<file path="src/design/mcmp_pkg.sv">
`default_nettype none

package mcmp_pkg;

	typedef enum logic [1:0] {
		KIND_NOTE_ON  = 2'd0,
		KIND_NOTE_OFF = 2'd1,
		KIND_CC       = 2'd2
	} msg_kind_t;

	localparam logic [3:0] CMD_NOTE_OFF = 4'h8;
	localparam logic [3:0] CMD_NOTE_ON  = 4'h9;
	localparam logic [3:0] CMD_CC       = 4'hB;
	localparam logic [3:0] CMD_PROGRAM  = 4'hC;
	localparam logic [3:0] CMD_PRESSURE = 4'hD;
	localparam logic [3:0] CMD_SYSTEM   = 4'hF;

	typedef struct packed {
		logic [7:0] status;
		logic       have_first;
		logic [6:0] first_data;
	} parse_state_t;

	typedef struct packed {
		logic       valid;
		msg_kind_t  kind;
		logic [3:0] channel;
		logic [6:0] key;
		logic [6:0] amount;
	} parse_result_t;

endpackage

`default_nettype wire

</file>
<file path="src/design/mcmp_decode.sv">
`default_nettype none

module mcmp_decode
	import mcmp_pkg::*;
(
	input  logic [7:0]    midi_byte,
	input  parse_state_t  cur,
	output parse_state_t  nxt,
	output parse_result_t res
);

	logic [3:0] cmd;
	logic       one_byte;

	assign cmd = cur.status[7:4];

	always_comb begin
		unique case (cmd)
			CMD_PROGRAM, CMD_PRESSURE: one_byte = 1'b1;
			default:                   one_byte = 1'b0;
		endcase
	end

	always_comb begin
		nxt         = cur;
		res.valid   = 1'b0;
		res.kind    = KIND_NOTE_ON;
		res.channel = cur.status[3:0];
		res.key     = cur.first_data;
		res.amount  = midi_byte[6:0];

		if (midi_byte[7]) begin
			if (midi_byte[7:4] == CMD_SYSTEM) begin
				// System common clears running status; real-time is ignored.
				if (!midi_byte[3]) begin
					nxt.status     = 8'h00;
					nxt.have_first = 1'b0;
				end
			end else begin
				nxt.status     = midi_byte;
				nxt.have_first = 1'b0;
			end
		end else if (cur.status != 8'h00) begin
			if (!one_byte && !cur.have_first) begin
				nxt.first_data = midi_byte[6:0];
				nxt.have_first = 1'b1;
			end else begin
				nxt.have_first = 1'b0;
				unique case (cmd)
					CMD_NOTE_ON: begin
						res.valid = 1'b1;
						res.kind  = (midi_byte[6:0] == 7'd0) ? KIND_NOTE_OFF : KIND_NOTE_ON;
					end
					CMD_NOTE_OFF: begin
						res.valid = 1'b1;
						res.kind  = KIND_NOTE_OFF;
					end
					CMD_CC: begin
						res.valid = 1'b1;
						res.kind  = KIND_CC;
					end
					default: res.valid = 1'b0;
				endcase
			end
		end
	end

endmodule

`default_nettype wire

</file>
<file path="src/design/midi_channel_message_parser_top.sv">
// Parses a raw serial MIDI byte stream with running status and reports note on,
// note off and control change messages. One byte is taken per transfer and a
// byte can be taken in every cycle unless a result waits on out_ready; the last
// data byte of a message goes through the input register, then the result
// register. Real-time bytes are ignored, system common bytes cancel the running
// status, and a note on with zero velocity is reported as a note off.
`default_nettype none

module midi_channel_message_parser_top
	import mcmp_pkg::*;
(
	input  logic       clk,
	input  logic       arst_n,
	input  logic       in_valid,
	output logic       in_ready,
	input  logic [7:0] midi_byte,
	output logic       out_valid,
	input  logic       out_ready,
	output logic [1:0] msg_kind,
	output logic [3:0] channel,
	output logic [6:0] key,
	output logic [6:0] amount
);

	logic          valid_s1;
	logic [7:0]    byte_s1;
	logic [7:0]    status_q;
	logic          have_first_q;
	logic [6:0]    first_data_q;
	logic          out_valid_q;
	msg_kind_t     kind_q;
	logic [3:0]    channel_q;
	logic [6:0]    key_q;
	logic [6:0]    amount_q;
	logic          advance;
	parse_state_t  cur;
	parse_state_t  nxt;
	parse_result_t res;

	assign advance  = valid_s1 && (!out_valid_q || out_ready);
	assign in_ready = !valid_s1 || advance;

	assign cur.status     = status_q;
	assign cur.have_first = have_first_q;
	assign cur.first_data = first_data_q;

	mcmp_decode u_decode (
		.midi_byte (byte_s1),
		.cur       (cur),
		.nxt       (nxt),
		.res       (res)
	);

	always_ff @(posedge clk or negedge arst_n) begin
		if (!arst_n) begin
			valid_s1     <= 1'b0;
			status_q     <= 8'h00;
			have_first_q <= 1'b0;
			out_valid_q  <= 1'b0;
		end else begin
			if (in_ready) begin
				valid_s1 <= in_valid;
			end
			if (advance) begin
				status_q     <= nxt.status;
				have_first_q <= nxt.have_first;
				out_valid_q  <= res.valid;
			end else if (out_ready) begin
				out_valid_q <= 1'b0;
			end
		end
	end

	always_ff @(posedge clk) begin
		if (in_ready && in_valid) begin
			byte_s1 <= midi_byte;
		end
		if (advance) begin
			first_data_q <= nxt.first_data;
		end
		if (advance && res.valid) begin
			kind_q    <= res.kind;
			channel_q <= res.channel;
			key_q     <= res.key;
			amount_q  <= res.amount;
		end
	end

	assign out_valid = out_valid_q;
	assign msg_kind  = kind_q;
	assign channel   = channel_q;
	assign key       = key_q;
	assign amount    = amount_q;

	a_status_is_channel: assert property (@(posedge clk) disable iff (!arst_n)
		status_q != 8'h00 |-> status_q[7] && status_q[7:4] != CMD_SYSTEM)
		else $error("Running status holds a byte that is not a channel status.");

	a_first_needs_status: assert property (@(posedge clk) disable iff (!arst_n)
		have_first_q |-> status_q != 8'h00)
		else $error("First data byte held without running status.");

	a_realtime_transparent: assert property (@(posedge clk) disable iff (!arst_n)
		advance && byte_s1[7:3] == 5'b11111 |=> $stable(status_q) && $stable(have_first_q))
		else $error("Real-time byte disturbed the parser state.");

	a_kind_known: assert property (@(posedge clk) disable iff (!arst_n)
		out_valid_q |-> kind_q == KIND_NOTE_ON || kind_q == KIND_NOTE_OFF || kind_q == KIND_CC)
		else $error("Result carries an unknown message kind.");

endmodule

`default_nettype wire
</file>
<file path="config.mk">
export PLATFORM = sky130hd
export DESIGN_NAME = midi_channel_message_parser_top
export DESIGN_NICKNAME = d
export VERILOG_FILES = /design/src/design/mcmp_pkg.sv /design/src/design/mcmp_decode.sv /design/src/design/midi_channel_message_parser_top.sv
export SDC_FILE = /design/constraint.sdc
export NUM_CORES = 1
export LEC_CHECK = 0
export BUFFER_PORTS_ARGS = -buffer_cell sky130_fd_sc_hd__buf_4
export CORE_UTILIZATION = 35
export DETAILED_ROUTE_END_ITERATION = 7
export PLACE_DENSITY = 0.6
export SLEW_MARGIN = 0
export SYNTH_ARGS = -nofsm -noshare
export SYNTH_HDL_FRONTEND = slang
export SYNTH_SLANG_ARGS = --single-unit
</file>
<file path="constraint.sdc">
create_clock -name clk -period 2.5 [get_ports clk]
set_clock_uncertainty 0.2 [all_clocks]
set_input_delay 0.375 -clock clk [delete_from_list [all_inputs] [get_ports clk]]
set_output_delay 0.375 -clock clk [all_outputs]
set_load 0.005 [all_outputs]
</file>
Word-level counts from Yosys, hierarchy flattened
Index checks and enable logic that the tools add are counted.
W data, S select, Z words.
{"block": "totals", "ff_bits": 46, "output_inout_bits": 22, "word_cells": 55}
{"block": "op_classes", "eq_ne": 8, "n_mux": 15, "bitwise_logic": 2, "reduce_logical": 20}
{"cell": "$eq A4 B4 Y1 const B", "n": 6}
{"cell": "$mux W9", "n": 2}
{"cell": "$mux W3", "n": 3}
{"cell": "$mux W8", "n": 1}
{"cell": "$reduce_bool A8 Y1", "n": 1}
{"cell": "$logic_not A7 Y1", "n": 1}
{"cell": "$mux W1", "n": 7}
{"cell": "$mux W7", "n": 1}
{"cell": "$pmux W2 S3", "n": 1}
{"cell": "$reduce_and A3 Y1", "n": 2}
{"cell": "$reduce_or A3 Y1", "n": 2}
{"cell": "$logic_and A1 B1 Y1", "n": 4}
{"cell": "$logic_not A1 Y1", "n": 4}
{"cell": "$reduce_and A4 Y1", "n": 1}
{"cell": "$reduce_bool A2 Y1", "n": 2}
{"cell": "$ne A3 B3 Y1 const B", "n": 1}
{"cell": "$logic_or A1 B1 Y1", "n": 2}
{"cell": "$ne A2 B2 Y1 const B", "n": 1}
{"cell": "$not A1 Y1", "n": 2}
{"cell": "$reduce_or A2 Y1", "n": 1}

Longest topological paths before layout
Gate-level depths: netlist (run 1).
{"block": "depth", "ltp_word": 9, "mapped_depth": 4, "depth_no_buf": 4}

Modules after synthesis
Synthesis (run 1) repeated with hierarchy kept, for this count alone.
{"block": "unflattened", "hier_cells": 136, "area_unflattened_um2": 2006.9}
{"module": "midi_channel_message_parser_top", "instances": 1, "cells_each": 64, "area_each_um2": 1490.2, "seq_area_each_um2": 1326.3}
{"module": "mcmp_decode", "instances": 1, "cells_each": 72, "area_each_um2": 516.7, "seq_area_each_um2": 0.0}

Least setup slack after synthesis (run 1)
Ideal clock, no wire load.
{"block": "synth_timing", "path_type": "register to register", "from": "register byte_s1[7]", "to": "register amount_q[0] (netlist: amount[0]) (enable)", "setup_ps": 397, "arrival_time_ps": 1688, "t_required_ps": 1903, "slack_ps": 215, "stages_incl_launch_ff": 4, "n_path_buf": 0, "period_less_slack_ps": 2285, "path_cell_list": "edfxtp_1 and4bb_2 o21ai_0 nor2_1"}
{"block": "synth_via", "elab_chain_len": 2}
{"item": "start, declared", "line_no": "midi_channel_message_parser_top.sv:26", "rtl": "logic [7:0] byte_s1;"}
{"item": "start signal, assigned", "line_no": "midi_channel_message_parser_top.sv:76", "rtl": "byte_s1 <= midi_byte;"}
{"item": "$mux W3", "line_no": "mcmp_decode.sv:32", "rtl": "if (midi_byte[7]) begin"}
{"item": "$logic_and A1 B1 Y1", "line_no": "midi_channel_message_parser_top.sv:81", "rtl": "if (advance && res.valid) begin"}
{"item": "end signal, assigned", "line_no": "midi_channel_message_parser_top.sv:85", "rtl": "amount_q <= res.amount;"}
{"item": "end, declared", "line_no": "midi_channel_message_parser_top.sv:34", "rtl": "logic [6:0] amount_q;"}
Every way passes these cells.
A chain may end at the register's enable or synchronous reset.

Final worst setup path (run 1)
{"block": "layout_timing", "from": "register status_q[5]", "to": "register first_data_q[6] (enable)"}
{"block": "layout_via", "elab_chain_len": 6, "word_cells_on_any_way": 8, "classes_between": "2 x eq/ne; 1 x mux; 5 x reduce/logical"}
{"item": "start, declared", "line_no": "midi_channel_message_parser_top.sv:27", "rtl": "logic [7:0] status_q;"}
{"item": "start signal, assigned", "line_no": "midi_channel_message_parser_top.sv:65", "rtl": "status_q <= nxt.status;"}
{"item": "$eq A4 B4 Y1", "line_no": "mcmp_decode.sv:18", "rtl": "unique case (cmd)"}
{"item": "$reduce_or A2 Y1", "line_no": "mcmp_decode.sv:18"}
{"item": "$mux W1", "line_no": "mcmp_decode.sv:18"}
{"item": "$logic_not A1 Y1", "line_no": "mcmp_decode.sv:44", "rtl": "if (!one_byte && !cur.have_first) begin"}
{"item": "$logic_and A1 B1 Y1", "line_no": "mcmp_decode.sv:44"}
{"item": "$reduce_and A4 Y1 (no line) (*)"}
{"item": "end signal, assigned", "line_no": "midi_channel_message_parser_top.sv:79", "rtl": "first_data_q <= nxt.first_data;"}
{"item": "end, declared", "line_no": "midi_channel_message_parser_top.sv:29", "rtl": "logic [6:0] first_data_q;"}
Mark *: on every way between the ends. The rest lies on a longest branch, timed or not.

==> flow_summary.json, run 1 <==
{
  "worstSetupPathType": "register to register",
  "yosysTopAreaCell": "edfxtp_1",
  "die_h_um": 69.4,
  "core_area_mm2": 0.00435,
  "grt.total_usage_pct": 12.1,
  "yosysTopAreaCellShare_pct": 66.1,
  "rsz0062_at_grt": "false",
  "port_buffers": 33,
  "slowest_stage": "nor4b_2",
  "status": "completed",
  "worstMarginPinSlew_ns": 0.814,
  "worst_hold_path_type": "input pin to register",
  "async_flop_share_pct": 23.9,
  "r2r-end": "first_data_q[6]",
  "post-place-cells": 168,
  "yosysSeqAreaShare_pct": 83.4,
  "worstSetupEndpointType": "register",
  "path_delay_family": "simple AND/OR/NAND/NOR gates",
  "cts_root_buf": "clkbuf_8",
  "syn_inst": 82,
  "final_hold_viol_count": 0,
  "postRouteAntennaNets": 0,
  "grt_pass1_wl_um": 4450,
  "min-delay-start": "midi_byte[3]",
  "vdd_ir_drop_max_uv": 415,
  "synth-edff-count": 35,
  "fin_cells": 177,
  "wl_per_cell_um": 15.0,
  "setup_tns_ns": 0,
  "cts_made_buffers": 5,
  "max_stage_delay_ns": 0.72,
  "path_cells": "inv_1 > and3_1 > nor4b_2",
  "power_density_mw_per_mm2": 774,
  "slew_viol_final": 0,
  "first_global_vias": 917,
  "nets": 136,
  "rows": 24,
  "drtIter0Drc": 76,
  "ys_types": 24,
  "reg2reg_slack_ns": 0.58,
  "clk_path_buf_depth": 2,
  "period_minus_slack_ns": 1.92,
  "tritoncts": "done",
  "antenna_found_initial": 0,
  "wl_um": 2660,
  "die_area_mm2": 0.00482,
  "drv_cap": 0,
  "power.leakage_nw": 0.798,
  "worst_hold_path.endpoint": "byte_s1[3]",
  "grt_remaining_overflow": 0,
  "synthTopCellsByArea": "edfxtp_1 66%, dfrtp_1 17%, a22o_1 3.3%",
  "initial_core_util_pct": 36.5,
  "critPathArrivalTime_ns": 1.64,
  "viasPerCell": 4.92,
  "cts_sinks": 46,
  "r2r_start": "status_q[5]",
  "period_share_pct": 76.9,
  "relSlewSlack_pct": 45.6,
  "ys_seq_elements": 46,
  "final_util_pct": 46.6,
  "die_w_um": 69.4,
  "area_delta_synth_final_pct": 27.5,
  "drive_above_1_share_pct": 38.4,
  "h-tree-depth": 2,
  "drc": 0,
  "synth_warnings": 0,
  "io_pins": 34,
  "cts.reportedPaths.clkPinSlew_ns": 0.08,
  "ys_top_cells_by_count": "35 x edfxtp_1, 11 x dfrtp_1, 6 x a22o_1",
  "crit_required_ns": 2.22,
  "syn_area_mm2": 0.00159,
  "setup_viol": 0,
  "grt_max_degree": 21,
  "diodes": 0,
  "first_pass_iters": 4,
  "worstPathMaxFanout": 8,
  "synthMostInstantiatedCell": "edfxtp_1",
  "clkLatencyLatePin_ns": 0.29,
  "cp_num_buf_inv": 1,
  "worstSetupStartpointType": "register",
  "synthesis.nets": 94,
  "r2r_cells": 3,
  "dp_hpwl_um": 1900,
  "vias": 871,
  "postSynthAreaPerCell_um2": 19.4,
  "hold_depth": 1,
  "gp_congestion": 0.835,
  "fmax_ghz": 0.520,
  "synth_ff_type": "edfxtp_1"
}
[cells in the final DEF, fill, tap and decap left out]
| cell | Yosys | final |
|---|---|---|
| nand3b_1 | 1 | 1 |
| bufinv_16 | 0 | 1 |
| and4bb_2 | 1 | 1 |
| clkbuf_8 | 0 | 5 |
| edfxtp_1 | 35 | 35 |
| nor4_1 | 2 | 2 |
| nor4b_2 | 1 | 1 |
| and2_1 | 1 | 1 |
| nand2b_1 | 2 | 2 |
| buf_4 | 0 | 34 |
| dfrtp_1 | 11 | 11 |
| a22o_1 | 6 | 6 |
| inv_1 | 2 | 2 |
| a21o_2 | 1 | 1 |
| o41ai_2 | 1 | 1 |
| a21o_1 | 1 | 1 |
| nand3_1 | 1 | 1 |
| and3_2 | 1 | 1 |
| or4_4 | 1 | 1 |
| clkbuf_1 | 0 | 2 |
| a21oi_1 | 1 | 1 |
| nand4b_1 | 1 | 1 |
| nand2_1 | 1 | 1 |
| nor2_1 | 2 | 2 |
| dlygate4sd3_1 | 0 | 1 |
| o21ai_0 | 3 | 3 |
| and3_1 | 4 | 4 |
| or2_2 | 1 | 1 |
| a22o_2 | 1 | 1 |
[layout make-up]
| type | instances | area, um^2 |
|---|---|---|
| inverters | 2 | 7.51 |
| clock inverters | 1 | 30.0 |
| multi-input cells | 34 | 256 |
| fillers | 370 | 2330 |
| repair buffers | 35 | 265 |
| well taps | 52 | 65.1 |
| flip-flops and latches | 46 | 1330 |
| clock buffers | 7 | 76.3 |
[stage by stage]
step	setup WS [ns]	total power [W]	hold slack, ns	instance area (um^2)
finish	0.578	0.00157	0.0578	2030
global route	0.416	0.00163	0.0456	2030
CTS	0.532	0.00157	0.0519	2030
detailed placement	0.471	0.00106	0.0235	1910
global placement	0.549	0.00105	0.0192	1910
floorplan	0.215	0.000997	-0.121	1590
[flip-flops by register name, indices dropped and copies added, names as in the netlist, 2 cells and up]
name          flops
first_data_q      7
msg_kind          2
byte_s1           8
channel           4
status_q          8
key               7
amount            7
[logic make-up after synthesis]
kind of cell / Yosys count / share of synthesized area [%]
flip-flops: 46 / 83.4
buffers and inverters: 2 / 0.472
AND/OR/NAND/NOR: 20 / 8.89
AO/OA/AOI/OAI: 14 / 7.24
[report_power, final]
part	leakage, nW	internal (W)	switching (W)
sequential	0.460	0.000887	0.0000443
combinational	0.286	0.0000599	0.0000491
clock	0.0524	0.000299	0.000229
total	0.798	0.00125	0.000323
[worst register-to-register path, cell delays in order, from the launching register on]
cell and delay, ns:
dfrtp_1 0.41, inv_1 0.07, and3_1 0.16, nor4b_2 0.72
[how the worst max path moves through the flow]
stage | slack, ns | depth (start not counted) | start | endpoint
global route | 0.42 | 3 | out_valid | first_data_q[0]
global placement | 0.55 | 4 | out_ready | first_data_q[0]
finish | 0.58 | 3 | status_q[5] | first_data_q[6]
CTS | 0.53 | 3 | status_q[5] | first_data_q[6]
floorplan | 0.22 | 3 | byte_s1[7] | amount[0]
detailed placement | 0.47 | 4 | out_ready | first_data_q[3]
[per-layer routing]
layer	GRT usage, %	wire length (um)	share of wire (%)
met1	15.2	1200	45
met2	19.0	1260	47
met5	0	0	0
met3	4.36	166	6.3
met4	5.44	27	1.0
[repair_timing]
item                       CTS  global route
setup buffers                0             0
hold endpoints to repair    11             0
hold buffers                 1             0
gates resized for setup      0             0
setup endpoints to repair    0             0
Power figures use the tool's default switching activity.
==> run 2: changes to the inputs <==
--- a/config.mk
+++ b/config.mk
@@ -8,7 +8,7 @@
 export BUFFER_PORTS_ARGS = -buffer_cell sky130_fd_sc_hd__buf_4
 export CORE_UTILIZATION = 35
 export DETAILED_ROUTE_END_ITERATION = 7
-export PLACE_DENSITY = 0.6
+export PLACE_DENSITY = 0.62
 export SLEW_MARGIN = 0
 export SYNTH_ARGS = -nofsm -noshare
 export SYNTH_HDL_FRONTEND = slang
==> constraint.sdc (replaced) <==
create_clock -name clk -period 1.55 [get_ports clk]
set_clock_uncertainty 0.2 [all_clocks]
set_input_delay 0.2325 -clock clk [delete_from_list [all_inputs] [get_ports clk]]
set_output_delay 0.2325 -clock clk [all_outputs]
set_load 0.005 [all_outputs]
==> flow_summary.json, run 2 (same netlist as run 1, synthesis figures left out) <==
{
  "final_hold_viol_count": 0,
  "slew_viol_final": 0,
  "fin_cells": 216,
  "swShare_pct": 23.2,
  "violations": "setup timing",
  "io_pins": 34,
  "core_area_mm2": 0.00435,
  "p_comb_share_pct": 16.2,
  "final_util_pct": 57.0,
  "critPathArrivalTime_ns": 1.57,
  "path_cells": "buf_6 > and4bb_2 > o21ai_4 > nor2_4 > buf_12",
  "initial_core_util_pct": 36.5,
  "post-place-cells": 190,
  "intPower_w": 0.00200,
  "grt_remaining_overflow": 0,
  "nets": 175,
  "rsz0062_at_grt": "true",
  "r2r_cells": 5,
  "clkPwrFrac_pct": 26.6,
  "viasPerCell": 4.65,
  "period_minus_slack_ns": 1.76,
  "setup_viol": 32,
  "tritoncts": "done",
  "worstPathMaxFanout": 16,
  "clkLatencyLatePin_ns": 0.29,
  "relSlewSlack_pct": 78.8,
  "top_regs": "byte_s1 (8), status_q (8)",
  "dp_hpwl_um": 2110,
  "cts_root_buf": "clkbuf_8",
  "worstSetupPathType": "register to register",
  "drv_cap": 0,
  "power_density_mw_per_mm2": 1050,
  "power.leakage_nw": 1.01,
  "drtIter0Drc": 66,
  "slowest_stage": "dfrtp_1",
  "gp_congestion": 0.891,
  "seq_power_share_pct": 57.1,
  "die_w_um": 69.4,
  "met1_usage_pct": 16.7,
  "crit_required_ns": 1.36,
  "fin_ws_ns": -0.207,
  "r2r-end": "amount[5]",
  "clk_path_buf_depth": 2,
  "fmax_ghz": 0.569,
  "grt_pass1_wl_um": 5080,
  "grt_max_degree": 17,
  "fillers": 328,
  "die_h_um": 69.4,
  "wl_um": 3080,
  "drive_above_1_share_pct": 54.3,
  "max_stage_delay_ns": 0.40,
  "reg2reg_slack_ns": -0.21,
  "met2_usage_pct": 23.6,
  "period_share_pct": 113,
  "worstSetupEndpointType": "register",
  "worst_hold_path_type": "input pin to async pin",
  "worstSetupStartpointType": "register",
  "p_sw_w": 0.000604,
  "worstMarginPinSlew_ns": 0.315,
  "whs_ns": 0.105,
  "area_delta_synth_final_pct": 55.9,
  "rows": 24,
  "status": "finished, violations left",
  "setup_tns_ns": -5.23,
  "first_global_vias": 1059,
  "cts.reportedPaths.clkPinSlew_ns": 0.08,
  "antenna_found_initial": 0,
  "met3_usage_pct": 3.49,
  "wl_per_cell_um": 14.3,
  "first_pass_iters": 4,
  "grt.busiest_layer": "met2",
  "vdd_ir_drop_max_uv": 472,
  "layout_common_cells": "54 x buf_4, 35 x edfxtp_1, 11 x dfrtp_1",
  "drc": 0,
  "final_common_cell": "buf_4",
  "port_buffers": 33,
  "cts_made_buffers": 5,
  "postRouteAntennaNets": 0,
  "vias": 1005,
  "cts_sinks": 46,
  "die_area_mm2": 0.00482,
  "grt.total_usage_pct": 14.1,
  "h-tree-depth": 2,
  "r2r_start": "status_q[6]",
  "diodes": 0
}
-- run 2: metal layers --
layer	share of wire [%]	vias to the layer above	wire [um]
met2	53	30	1640
met5	0	-	0
li1	-	487	-
met3	3.7	7	115
met4	1.9	0	59
met1	41	481	1270
-- run 2: what timing repair did --
| action | 4_1_cts | 5_1_grt |
|---|---|---|
| gates cloned | 0 | 0 |
| endpoints found under the hold margin | 20 | 0 |
| gates resized for setup | 18 | 9 |
| pin swaps | 2 | 5 |
| buffers inserted | 8 | 2 |
| setup endpoints to repair | 46 | 46 |
| hold buffers | 10 | 0 |
-- run 2: worst max-delay path, delay by kind of cell (launching register included) --
family          cells  cell delay [ns]
simple gates        2             0.50
flops               1             0.40
buf+inv             2             0.29
compound gates      1             0.09
-- run 2: through the flow --
| step | power (W) | setup slack, ns | cell area (um^2) |
|---|---|---|---|
| 2_1_floorplan | 0.00161 | -0.190 | 1600 |
| 3_3_place_gp | 0.00178 | -0.272 | 2100 |
| 3_5_place_dp | 0.00180 | -0.359 | 2100 |
| 4_1_cts | 0.00259 | -0.194 | 2420 |
| 5_1_grt | 0.00272 | -0.254 | 2480 |
| 6_report | 0.00261 | -0.207 | 2480 |
-- run 2: worst max-delay path by stage --
stage           startpoint         endpoint  slack [ns]  cells after the start
6_report       status_q[6]        amount[5]       -0.21                      5
5_1_grt        status_q[6]           key[4]       -0.25                      5
4_1_cts        status_q[6]        amount[6]       -0.19                      5
3_5_place_dp   status_q[5]  first_data_q[2]       -0.36                      3
3_3_place_gp   status_q[5]  first_data_q[0]       -0.27                      3
2_1_floorplan   byte_s1[7]        amount[0]       -0.19                      3
-- run 2: layout make-up --
cell class              instances  area (um^2)  area share [%]
well taps                      52         65.1            2.62
flip-flops and latches         46         1330            53.5
clock buffers                   6         72.6            2.93
clock inverters                 2         13.8           0.555
repair buffers                 74          627            25.3
inverters                       2         7.51           0.303
multi-input cells              34          368            14.8
-- run 2: power groups by stage --
stage	combinational [W]	clock [W]	sequential, W
after global placement	0.000283	0	0.00150
after global routing	0.000453	0.000765	0.00150
after detailed placement	0.000293	0	0.00150
after CTS	0.000386	0.000721	0.00148
final	0.000423	0.000694	0.00149
after floorplan	0.000109	0	0.00150
